$ cat src/hw/rtl/mps_pkg.sv
// Package for the module poll sequencer: sizes, operation codes, register
// indexes and the result record shared by the step logic and the top level.
// No dependencies.
`timescale 1ns / 1ps

package mps_pkg;

  // Number of polled modules and the widths that follow from it
  localparam int unsigned MODULE_COUNT = 8;
  localparam int unsigned ID_W         = 3;   // bits of a module index
  localparam int unsigned ACTIVE_W     = 4;   // index plus the "passed all" value
  localparam int unsigned TARGET_W     = 3;
  localparam int unsigned REPLY_W      = 8;
  localparam int unsigned OP_W         = 2;
  localparam int unsigned WAIT_W       = 16;
  localparam int unsigned ADDR_W       = 3;

  // Operation codes carried by an item
  localparam logic [OP_W-1:0] OP_CLEAR = 2'd0;
  localparam logic [OP_W-1:0] OP_POLL  = 2'd1;
  localparam logic [OP_W-1:0] OP_REPLY = 2'd2;

  // Register indexes (taken from paddr bit 2)
  localparam logic REG_FIRST = 1'b0;
  localparam logic REG_RETRY = 1'b1;

  // Reset values of the configuration registers
  localparam logic [ID_W-1:0]   FIRST_RESET = 3'd0;
  localparam logic [WAIT_W-1:0] RETRY_RESET = 16'd10;

  // One result item
  typedef struct packed {
    logic                send_query;
    logic [TARGET_W-1:0] query_target;
    logic [ACTIVE_W-1:0] current_module;
    logic                all_done;
  } mps_result_t;

endpackage

$ cat src/hw/rtl/module_poll_sequencer.sv
// Top level of the module poll sequencer: input register, step logic,
// result register and configuration port. Depends on mps_pkg, mps_apb_regs,
// mps_step.
//
//   port group     direction   handshake            payload
//   item in        in          in_valid_i/in_ready_o   op_i, reply_module_i
//   result out     out         out_valid_o/out_ready_i send_query_o, query_target_o,
//                                                      current_module_o, all_done_o
//   config         in/out      psel/penable/pready     paddr, pwdata, prdata
//
// One item per cycle sustained while the output is not stalled; each item is
// held in the input register and its result then comes from the result register.
// The poll state is updated as the item moves into the result register.
// A stalled result holds the result register; the input register then holds
// one more item and ready drops until the output is taken.
// Reset (rst_ni low) clears both registers' valid bits, all flags and the
// wait count, and sets the active module to the first-module reset value.
`timescale 1ns / 1ps

module module_poll_sequencer
  import mps_pkg::*;
(
  input  logic                clk_i,
  input  logic                rst_ni,
  // item in
  input  logic                in_valid_i,
  output logic                in_ready_o,
  input  logic [OP_W-1:0]     op_i,
  input  logic [REPLY_W-1:0]  reply_module_i,
  // result out
  output logic                out_valid_o,
  input  logic                out_ready_i,
  output logic                send_query_o,
  output logic [TARGET_W-1:0] query_target_o,
  output logic [ACTIVE_W-1:0] current_module_o,
  output logic                all_done_o,
  // configuration
  input  logic                psel,
  input  logic                penable,
  input  logic                pwrite,
  input  logic [ADDR_W-1:0]   paddr,
  input  logic [31:0]         pwdata,
  output logic [31:0]         prdata,
  output logic                pready
);

  logic               in_vld_q, in_vld_d;
  logic [OP_W-1:0]    op_q;
  logic [REPLY_W-1:0] reply_q;
  logic               out_vld_q, out_vld_d;
  mps_result_t        res_q;
  mps_result_t        res_next;
  logic               advance;
  logic               take_in;
  logic [ID_W-1:0]    first_module;
  logic [WAIT_W-1:0]  retry_limit;

  mps_apb_regs u_regs (
    .clk_i          (clk_i),
    .rst_ni         (rst_ni),
    .psel           (psel),
    .penable        (penable),
    .pwrite         (pwrite),
    .paddr          (paddr),
    .pwdata         (pwdata),
    .prdata         (prdata),
    .pready         (pready),
    .first_module_o (first_module),
    .retry_limit_o  (retry_limit)
  );

  mps_step u_step (
    .clk_i          (clk_i),
    .rst_ni         (rst_ni),
    .step_i         (advance),
    .op_i           (op_q),
    .reply_module_i (reply_q),
    .first_module_i (first_module),
    .retry_limit_i  (retry_limit),
    .result_o       (res_next)
  );

  // Handshake: item moves on when the result register is free or draining
  assign advance    = in_vld_q & (~out_vld_q | out_ready_i);
  assign in_ready_o = ~in_vld_q | advance;
  assign take_in    = in_valid_i & in_ready_o;

  assign in_vld_d  = take_in | (in_vld_q & ~advance);
  assign out_vld_d = advance | (out_vld_q & ~out_ready_i);

  // Valid bits
  always_ff @(posedge clk_i or negedge rst_ni) begin
    if (!rst_ni) begin
      in_vld_q  <= 1'b0;
      out_vld_q <= 1'b0;
    end else begin
      in_vld_q  <= in_vld_d;
      out_vld_q <= out_vld_d;
    end
  end

  // Payload registers
  always_ff @(posedge clk_i) begin
    if (take_in) begin
      op_q    <= op_i;
      reply_q <= reply_module_i;
    end
    if (advance) begin
      res_q <= res_next;
    end
  end

  assign out_valid_o      = out_vld_q;
  assign send_query_o     = res_q.send_query;
  assign query_target_o   = res_q.query_target;
  assign current_module_o = res_q.current_module;
  assign all_done_o       = res_q.all_done;

endmodule

$ cat src/hw/rtl/mps_apb_regs.sv
// APB-style configuration registers: first module and retry limit.
// Depends on mps_pkg.
`timescale 1ns / 1ps

module mps_apb_regs
  import mps_pkg::*;
(
  input  logic              clk_i,
  input  logic              rst_ni,
  input  logic              psel,
  input  logic              penable,
  input  logic              pwrite,
  input  logic [ADDR_W-1:0] paddr,
  input  logic [31:0]       pwdata,
  output logic [31:0]       prdata,
  output logic              pready,
  output logic [ID_W-1:0]   first_module_o,
  output logic [WAIT_W-1:0] retry_limit_o
);

  logic              wr_en;
  logic [ID_W-1:0]   first_q, first_d;
  logic [WAIT_W-1:0] retry_q, retry_d;

  assign pready = 1'b1;
  assign wr_en  = psel & penable & pwrite;

  // Register write decode
  always_comb begin
    first_d = first_q;
    retry_d = retry_q;
    if (wr_en) begin
      case (paddr[2])
        REG_FIRST: first_d = pwdata[ID_W-1:0];
        REG_RETRY: retry_d = pwdata[WAIT_W-1:0];
        default:   ;
      endcase
    end
  end

  always_ff @(posedge clk_i or negedge rst_ni) begin
    if (!rst_ni) begin
      first_q <= FIRST_RESET;
      retry_q <= RETRY_RESET;
    end else begin
      first_q <= first_d;
      retry_q <= retry_d;
    end
  end

  // Read back
  always_comb begin
    case (paddr[2])
      REG_FIRST: prdata = {{(32-ID_W){1'b0}}, first_q};
      REG_RETRY: prdata = {{(32-WAIT_W){1'b0}}, retry_q};
      default:   prdata = '0;
    endcase
  end

  assign first_module_o = first_q;
  assign retry_limit_o  = retry_q;

endmodule

$ cat src/hw/rtl/mps_step.sv
// Poll state (flags, wait count, active module) and the per-item update.
// Depends on mps_pkg.
`timescale 1ns / 1ps

module mps_step
  import mps_pkg::*;
(
  input  logic               clk_i,
  input  logic               rst_ni,
  input  logic               step_i,
  input  logic [OP_W-1:0]    op_i,
  input  logic [REPLY_W-1:0] reply_module_i,
  input  logic [ID_W-1:0]    first_module_i,
  input  logic [WAIT_W-1:0]  retry_limit_i,
  output mps_result_t        result_o
);

  logic [MODULE_COUNT-1:0] queried_q, queried_d;
  logic [MODULE_COUNT-1:0] answered_q, answered_d;
  logic [WAIT_W-1:0]       wait_q, wait_d;
  logic [ACTIVE_W-1:0]     active_q, active_d;

  logic              in_range;
  logic [ID_W-1:0]   idx;
  logic [WAIT_W:0]   wait_inc;
  logic              send;
  logic              done;

  assign in_range = (active_q < ACTIVE_W'(MODULE_COUNT));
  assign idx      = active_q[ID_W-1:0];
  assign wait_inc = {1'b0, wait_q} + {{WAIT_W{1'b0}}, 1'b1};

  // Next state for one item
  always_comb begin
    queried_d  = queried_q;
    answered_d = answered_q;
    wait_d     = wait_q;
    active_d   = active_q;
    send       = 1'b0;
    case (op_i)
      OP_CLEAR: begin
        queried_d  = '0;
        answered_d = '0;
        wait_d     = '0;
        active_d   = {{(ACTIVE_W-ID_W){1'b0}}, first_module_i};
      end
      OP_POLL: begin
        if (in_range) begin
          if (!queried_q[idx]) begin
            queried_d[idx] = 1'b1;
            send           = 1'b1;
          end else if (wait_inc > {1'b0, retry_limit_i}) begin
            wait_d = '0;
            send   = 1'b1;
          end else begin
            wait_d = wait_inc[WAIT_W-1:0];
          end
        end
      end
      OP_REPLY: begin
        if (in_range &&
            reply_module_i == {{(REPLY_W-ACTIVE_W){1'b0}}, active_q}) begin
          answered_d[idx] = 1'b1;
          active_d        = active_q + {{(ACTIVE_W-1){1'b0}}, 1'b1};
        end
      end
      default: ;
    endcase
  end

  // All modules from the first id onward answered, on the updated flags
  always_comb begin
    done = 1'b1;
    for (int i = 0; i < MODULE_COUNT; i++) begin
      if (ID_W'(i) >= first_module_i && !answered_d[i]) begin
        done = 1'b0;
      end
    end
  end

  always_comb begin
    result_o.send_query     = send;
    result_o.query_target   = send ? TARGET_W'(idx) : '0;
    result_o.current_module = active_d;
    result_o.all_done       = done;
  end

  always_ff @(posedge clk_i or negedge rst_ni) begin
    if (!rst_ni) begin
      queried_q  <= '0;
      answered_q <= '0;
      wait_q     <= '0;
      active_q   <= {{(ACTIVE_W-ID_W){1'b0}}, FIRST_RESET};
    end else if (step_i) begin
      queried_q  <= queried_d;
      answered_q <= answered_d;
      wait_q     <= wait_d;
      active_q   <= active_d;
    end
  end

endmodule
$ cat config.mk
export PLATFORM = sky130hd
export DESIGN_NAME = module_poll_sequencer
export DESIGN_NICKNAME = d
export VERILOG_FILES = /design/src/hw/rtl/mps_pkg.sv /design/src/hw/rtl/module_poll_sequencer.sv /design/src/hw/rtl/mps_apb_regs.sv /design/src/hw/rtl/mps_step.sv
export SDC_FILE = /design/constraint.sdc
export NUM_CORES = 1
export LEC_CHECK = 0
export ABC_CLOCK_PERIOD_IN_PS = 7300
export BUFFER_PORTS_ARGS = -buffer_cell sky130_fd_sc_hd__buf_2
export CORE_MARGIN = 2
export CORE_UTILIZATION = 59
export DETAILED_ROUTE_END_ITERATION = 10
export PLACE_DENSITY = 0.86
export SLEW_MARGIN = 0
export SYNTH_ARGS = -nofsm -noshare
export SYNTH_HDL_FRONTEND = slang
export SYNTH_HIERARCHICAL = 1
export SYNTH_SLANG_ARGS = --single-unit
$ cat constraint.sdc
create_clock -name clk_i -period 7.3 [get_ports clk_i]
set_clock_uncertainty 0.05 [all_clocks]
set_input_delay 1.46 -clock clk_i [delete_from_list [all_inputs] [get_ports clk_i]]
set_output_delay 1.46 -clock clk_i [all_outputs]
set_load 0.05 [all_outputs]
==> flow_summary.toml, run 1 <==
[synthesis]
synthAdderAreaFrac_pct = 5.128
synthFlopType = "dfrtp_1"
yosys.area.top_type = "dfrtp_1"
synthMostInstantiatedCell = "dfrtp_1"
synth_xor_xnor_area_share_pct = 3.390
synth_top_area_share_pct = 31.34
yosysUniqueCellTypes = 67
synthMuxAreaShare_pct = 7.464
ys_top_cells_by_count = "dfrtp_1 (55), nand2_1 (28), nor2_1 (25)"
ys_warn_count = 6
synth_enable_flop_cells = 19
synth-seq-area-share_pct = 45.53
synth_area_leaders = "dfrtp_1 (31%), edfxtp_1 (13%), ha_1 (5.1%), buf_4 (3.4%), mux2_4 (3.4%)"
synthCells = 409
syn_area_sq_mm = 0.004392
synth-compound-area-share_pct = 15.38
synth_simple_gate_area_share_pct = 15.21
async_flop_share_pct = 75.00
syn_area_per_cell_sq_um = 10.74
synth-seq-cells = 76
synth_top_family_by_area = "compound AO/OA/AOI/OAI gates"

[worst_hold_path]
hold_class = "reg -> reg"

[critical_path]
cpLargestDelayFamily = "buffers and inverters"
cp_slowest_stage_delay_ns = 0.38
cp.required_ns = 5.79
path_common_cell = "buf_2"
critPathSlowestCell = "mux2_2"
endpoint_kind = "primary output"
worst_setup_path_start_kind = "primary input"
path_cells = "buf_2 -> mux2_2 -> buf_2"
worst-path-buf-inv = 2
cp_max_fo = 18
critical_path_class = "in -> out"
arrival_ns = 2.34

[clock_tree]
cts_buffers = 9
cts.repair.resized = 0
post_cts_buffers = 0
htreeDepth = 3
path_clk_slew_ns = 0.08
cts_max_path_buffers = 2
hold_buffers = 0
cts_tree = "built"
root_buffer = "clkbuf_8"
cts_num_sinks = 76
clk_latency_ns = 0.36

[cells_and_area]
area_delta_synth_final_pct = 10.46
fill_cells = 565
insertedDiodeCount = 0
ff_latch_area_sq_mm = 0.001999
final_cells = 560
nNetsFinal = 526
fin_area_sq_mm = 0.004851
multiInputGateArea_sq_mm = 0.002110
drive_gt1_share_pct = 24.95
fin_util_pct = 67.24

[power_and_ir_drop]
p_per_area_mw_per_mm2 = 259.0
switching_share_pct = 35.39
clkPwrFrac_pct = 28.3
pwr-share-comb_pct = 26.4
p_leak_nw = 2.214
internal_power_uw = 811.6
p_sw_uw = 444.5
power_mw = 1.256
peakVddDrop_uv = 134.6
seqPwrFrac_pct = 45.2

[floorplanning]
die_h_um = 90.28
rows = 31
core_region_area_sq_mm = 0.007214
initial_core_util_pct = 60.87
design.die.area_sq_mm = 0.008150
ioPinCount = 96
die_x_um = 90.28

[sta]
slew-limit-headroom_pct = 47.90
setup_ws_ns = 3.452
setup_viol = 0
setup-tns-final_ns = 0
hold_viol_final = 0
fmax_mhz = 259.9
rsz0062_at_grt = "false"
fin_crit_sh_pct = 52.71
period_needed_ns = 3.848
drv_slew = 0
holdWs_ns = 0.4419
tightestPinTransition_ns = 0.7816

[global_route]
antenna_found_initial = 0
grt_usage_pct = 22.62
grt_max_degree = 58
overflow = 0
grt_pass1_vias = 3130
grt_first_pass_wirelength_mm = 14.81

[run_status]
status = "finished clean"

[placement]
gp_congestion = 0.8655
dp_hpwl_mm = 6.304
place_area_sq_mm = 0.004627
dp.cells = 544
place_ws_ns = 3.463
port_buffers = 60

[flow_run]
cap_violations = 0

[routing]
drc = 0
via_per_inst = 5.768
drt-total-wl_mm = 8.848
ant_nets = 0
first_pass_iters = 4
wl_per_cell_um = 15.80
drt_iter0_markers = 192
vias = 3230
-- power groups by stage --
stage	clock network (mW)	logic [mW]	registers, mW
after global placement	0	0.319	0.570
after global routing	0.381	0.361	0.577
after detailed placement	0	0.331	0.574
after CTS	0.362	0.333	0.566
after floorplan	0	0.273	0.557
final	0.356	0.332	0.568
-- per-layer routing --
metal	wire (um)	part of all wire, %	global-route usage, %
met1	3478	39	27.19
met5	0	0	0
met2	4719	53	38.91
met4	185	2.1	8.974
met3	464	5.2	5.927
-- layout by cell type (no fill, tap or decap), drive strengths merged, types with 11 or more instances in the layout --
cell	Yosys	layout
buf	31	62
and2	15	15
nand2	28	28
a21oi	11	11
dfrtp	55	55
nor3	12	12
conb	2	17
mux2	22	22
nor2	25	25
ha	18	18
a22o	14	14
inv	21	22
edfxtp	19	19
o21ai	14	14
-- logic make-up after synthesis --
logic type               after synthesis
AND/OR/NAND/NOR                      122
AO/OA/AOI/OAI                         87
flip-flops                            76
buffers and inverters                 62
multiplexers                          25
adder cells (fa/ha/maj)               18
XOR/XNOR                              17
other                                  2
-- worst reg2reg max path: stages, from the launching register on --
cell and delay (ns):
dfrtp_1 0.48, ha_1 0.36, nand2_1 0.13, or4_1 0.66, nor2_1 0.18, xor2_1 0.25
ha_1 0.30, nand4_1 0.12, nor2_1 0.05, nand4_1 0.07, o21ai_0 0.27, o21a_4 0.37
a22o_1 0.26
-- worst paths after layout --
path                                      from                       end  slack, ns  cells past startpoint
max                                   paddr[2]                 prdata[1]       3.45                      3
max in group asynchronous               rst_ni       u_step/queried_q[4]       5.55                      2
min in group asynchronous               rst_ni  u_regs/retry_limit_o[10]       1.18                      2
max reg2reg                   u_step/wait_q[0]          u_step/wait_q[3]       3.64                     12
min reg2reg                u_step/queried_q[7]       u_step/queried_q[7]       0.44                      2
min                        u_step/queried_q[7]       u_step/queried_q[7]       0.44                      2
-- registers in the layout, indices dropped and copies added, names as in the netlist, 3 cells and up --
name	flops
current_module_o	4
query_target_o	3
reply_q	8
u_regs/first_module_o	3
u_regs/retry_limit_o	16
u_step/active_q	4
u_step/answered_q	8
u_step/queried_q	8
u_step/wait_q	16
-- layout make-up --
cell class	count	area share, %
sequential	76	41.22
tap	99	2.554
timing repair buffer	62	6.500
inverter	21	1.625
multi-input combinational	286	43.49
clock inverter	7	2.063
clock buffer	9	2.554
Note: power is estimated with default switching activity, not from simulation.
==> run 2, diff against run 1 <==
--- a/config.mk
+++ b/config.mk
@@ -5,12 +5,12 @@
 export SDC_FILE = /design/constraint.sdc
 export NUM_CORES = 1
 export LEC_CHECK = 0
-export ABC_CLOCK_PERIOD_IN_PS = 7300
+export ABC_CLOCK_PERIOD_IN_PS = 3200
 export BUFFER_PORTS_ARGS = -buffer_cell sky130_fd_sc_hd__buf_2
 export CORE_MARGIN = 2
-export CORE_UTILIZATION = 59
+export CORE_UTILIZATION = 50
 export DETAILED_ROUTE_END_ITERATION = 10
-export PLACE_DENSITY = 0.86
+export PLACE_DENSITY = 0.77
 export SLEW_MARGIN = 0
 export SYNTH_ARGS = -nofsm -noshare
 export SYNTH_HDL_FRONTEND = slang
==> constraint.sdc (replaced) <==
create_clock -name clk_i -period 3.2 [get_ports clk_i]
set_clock_uncertainty 0.05 [all_clocks]
set_input_delay 0.64 -clock clk_i [delete_from_list [all_inputs] [get_ports clk_i]]
set_output_delay 0.64 -clock clk_i [all_outputs]
set_load 0.05 [all_outputs]
==> run 2 against run 1 <==
- flip-flop and latch count unchanged
- clock power increased by 93%
- routed wire length is 2.1% lower
- setup slack got worse by 3.3 ns
- sequential power increased by 110%
- critical path depth rose by 7
- first-iteration DRC count down 15%
- highest routed layer unchanged
==> flow_summary.toml, run 2 (same netlist as run 1, synthesis figures left out) <==
[sta]
period_needed_ns = 3.092
slew-limit-headroom_pct = 63.78
setup_viol = 0
tightestPinTransition_ns = 0.5433
drv_slew = 0
holdWs_ns = 0.1746
setup_ws_ns = 0.1084
hold_viol_final = 0
fmax_mhz = 323.5
fin_crit_sh_pct = 96.61

[cells_and_area]
final_common_cell = "buf_2"
fin_util_pct = 57.56
insertedDiodeCount = 0
mostFrequentLayoutCells = "buf_2 (60), dfrtp_1 (55), nand2_1 (28)"
drive_gt1_share_pct = 28.51
nNetsFinal = 542
area_delta_synth_final_pct = 13.19
fill_cells = 700

[critical_path]
cp_slowest_stage_delay_ns = 0.62
endpoint_kind = "flip-flop"
arrival_ns = 3.29
path_cells = "nand4_1 -> or4_4 -> nor2_4 -> xor2_2 -> ha_1 -> nand4_1 -> o311a_1 -> buf_4 -> o21a_4 -> a22o_1"
cp.required_ns = 3.39
worst-path-buf-inv = 1
cpLargestDelayFamily = "simple AND/OR/NAND/NOR gates"
critical_path_class = "reg -> reg"
path_common_cell = "nand4_1"
critPathSlowestCell = "or4_4"
worst_setup_path_start_kind = "flip-flop"
cp_max_fo = 12

[power_and_ir_drop]
p_sw_mw = 1.042
p_per_area_mw_per_mm2 = 557.4
power_mw = 2.771
internal_power_mw = 1.729
p_leak_nw = 2.288
switching_share_pct = 37.61
pwr-share-comb_pct = 31.2
clkPwrFrac_pct = 24.8
seqPwrFrac_pct = 44.0
peakVddDrop_uv = 355.5

[clock_tree]
cts_tree = "built"
cts_max_path_buffers = 2
root_buffer = "clkbuf_8"
hold_buffers = 0
cts_buffers = 9
htreeDepth = 3
path_clk_slew_ns = 0.09
cts_num_sinks = 76
clk_latency_ns = 0.36

[run_status]
status = "finished clean"

[routing]
ant_nets = 0
wl_per_cell_um = 14.81
via_per_inst = 5.427
first_pass_iters = 4
drc = 0
dr_wl_met2_mm = 4.399
routed.top_layer = "met4"
vias = 3175
drt_iter0_markers = 164
drt-total-wl_mm = 8.663
wl_met1_mm = 3.660
wl_met3_um = 323

[global_route]
grt_usage_pct = 18.72
grt_max_degree = 38
overflow = 0
antenna_found_initial = 0
grt_pass1_vias = 3178
grt_first_pass_wirelength_mm = 14.42

[floorplanning]
die_h_um = 97.72
rows = 34
ioPinCount = 96
die_x_um = 97.72
initial_core_util_pct = 50.85
core_region_area_sq_mm = 0.008636
design.die.area_sq_mm = 0.009549

[worst_hold_path]
hold_class = "in -> async"

[placement]
place_ws_ns = -0.03013
gp_congestion = 0.8666
dp_hpwl_mm = 6.275
port_buffers = 60

[flow_run]
cap_violations = 0
## run 2: cell count changes in the layout (fill, tap and decap cells not counted), moves of 2 or more
cell	previous run	this run
buf_4	2	18
bufinv_16	2	0
clkinv_4	1	3
nor2_1	25	23
o21ai_0	13	11
o21ai_1	1	3
## run 2: per-layer routing
metal  GRT usage, %  vias up
met5              0        -
met4          8.333        0
met3          4.029       29
met2          32.20       82
met1          22.65     1496
li1               -     1568
## run 2: worst reg2reg max path, cell delays in order, from the launching register on
cell,delay [ns]
dfrtp_1,0.42
nand4_1,0.20
or4_4,0.62
nor2_4,0.14
xor2_2,0.09
ha_1,0.30
nand4_1,0.12
o311a_1,0.38
buf_4,0.16
o21a_4,0.25
a22o_1,0.25
## run 2: path summary, 6_finish.rpt
path                                     startpoint                  endpoint  slack (ns)  depth (start not counted)
worst min-delay path                         rst_ni  u_regs/retry_limit_o[12]        0.17                          1
worst max register to register     u_step/wait_q[3]          u_step/wait_q[1]        0.11                         10
worst min register to register  u_step/queried_q[4]       u_step/queried_q[4]        0.44                          2
worst max-delay path               u_step/wait_q[3]          u_step/wait_q[1]        0.11                         10
max in group asynchronous                    rst_ni   u_regs/retry_limit_o[1]        2.07                          2
min in group clk_i                reply_module_i[1]                reply_q[1]        0.40                          1
## run 2: power by group through the flow
| stage | logic [mW] | clock network [mW] | registers (mW) |
|---|---|---|---|
| final | 0.863 | 0.688 | 1.22 |
| after global placement | 0.836 | 0 | 1.23 |
| after global routing | 0.933 | 0.753 | 1.24 |
| after floorplan | 0.624 | 0 | 1.27 |
| after detailed placement | 0.856 | 0 | 1.24 |
| after CTS | 0.862 | 0.704 | 1.22 |
## run 2: repair_timing
action,in CTS,in global routing
endpoints found under the setup margin,4,20
gates resized for setup,1,7
pin swaps,0,1
buffers inserted,0,2
## run 2: per-stage QoR
| stage | std cells | area (sq um) | TNS [ns] |
|---|---|---|---|
| finish | 585 | 4971 | 0 |
| global route | 585 | 4971 | -0.01176 |
| CTS | 583 | 4926 | 0 |
| detailed placement | 567 | 4743 | -0.1099 |
| global placement | 567 | 4743 | 0 |
| floorplan | 424 | 4448 | 0 |
## run 2: layout make-up
cell class / count / area, sq um / area share [%]
Inverter: 21 / 78.83 / 1.586
Multi-Input combinational cell: 286 / 2140 / 43.04
Timing Repair Buffer: 78 / 435.4 / 8.759
Tap cell: 108 / 135.1 / 2.718
Clock buffer: 9 / 123.9 / 2.492
Sequential cell: 76 / 1999 / 40.22
Clock inverter: 7 / 58.81 / 1.183
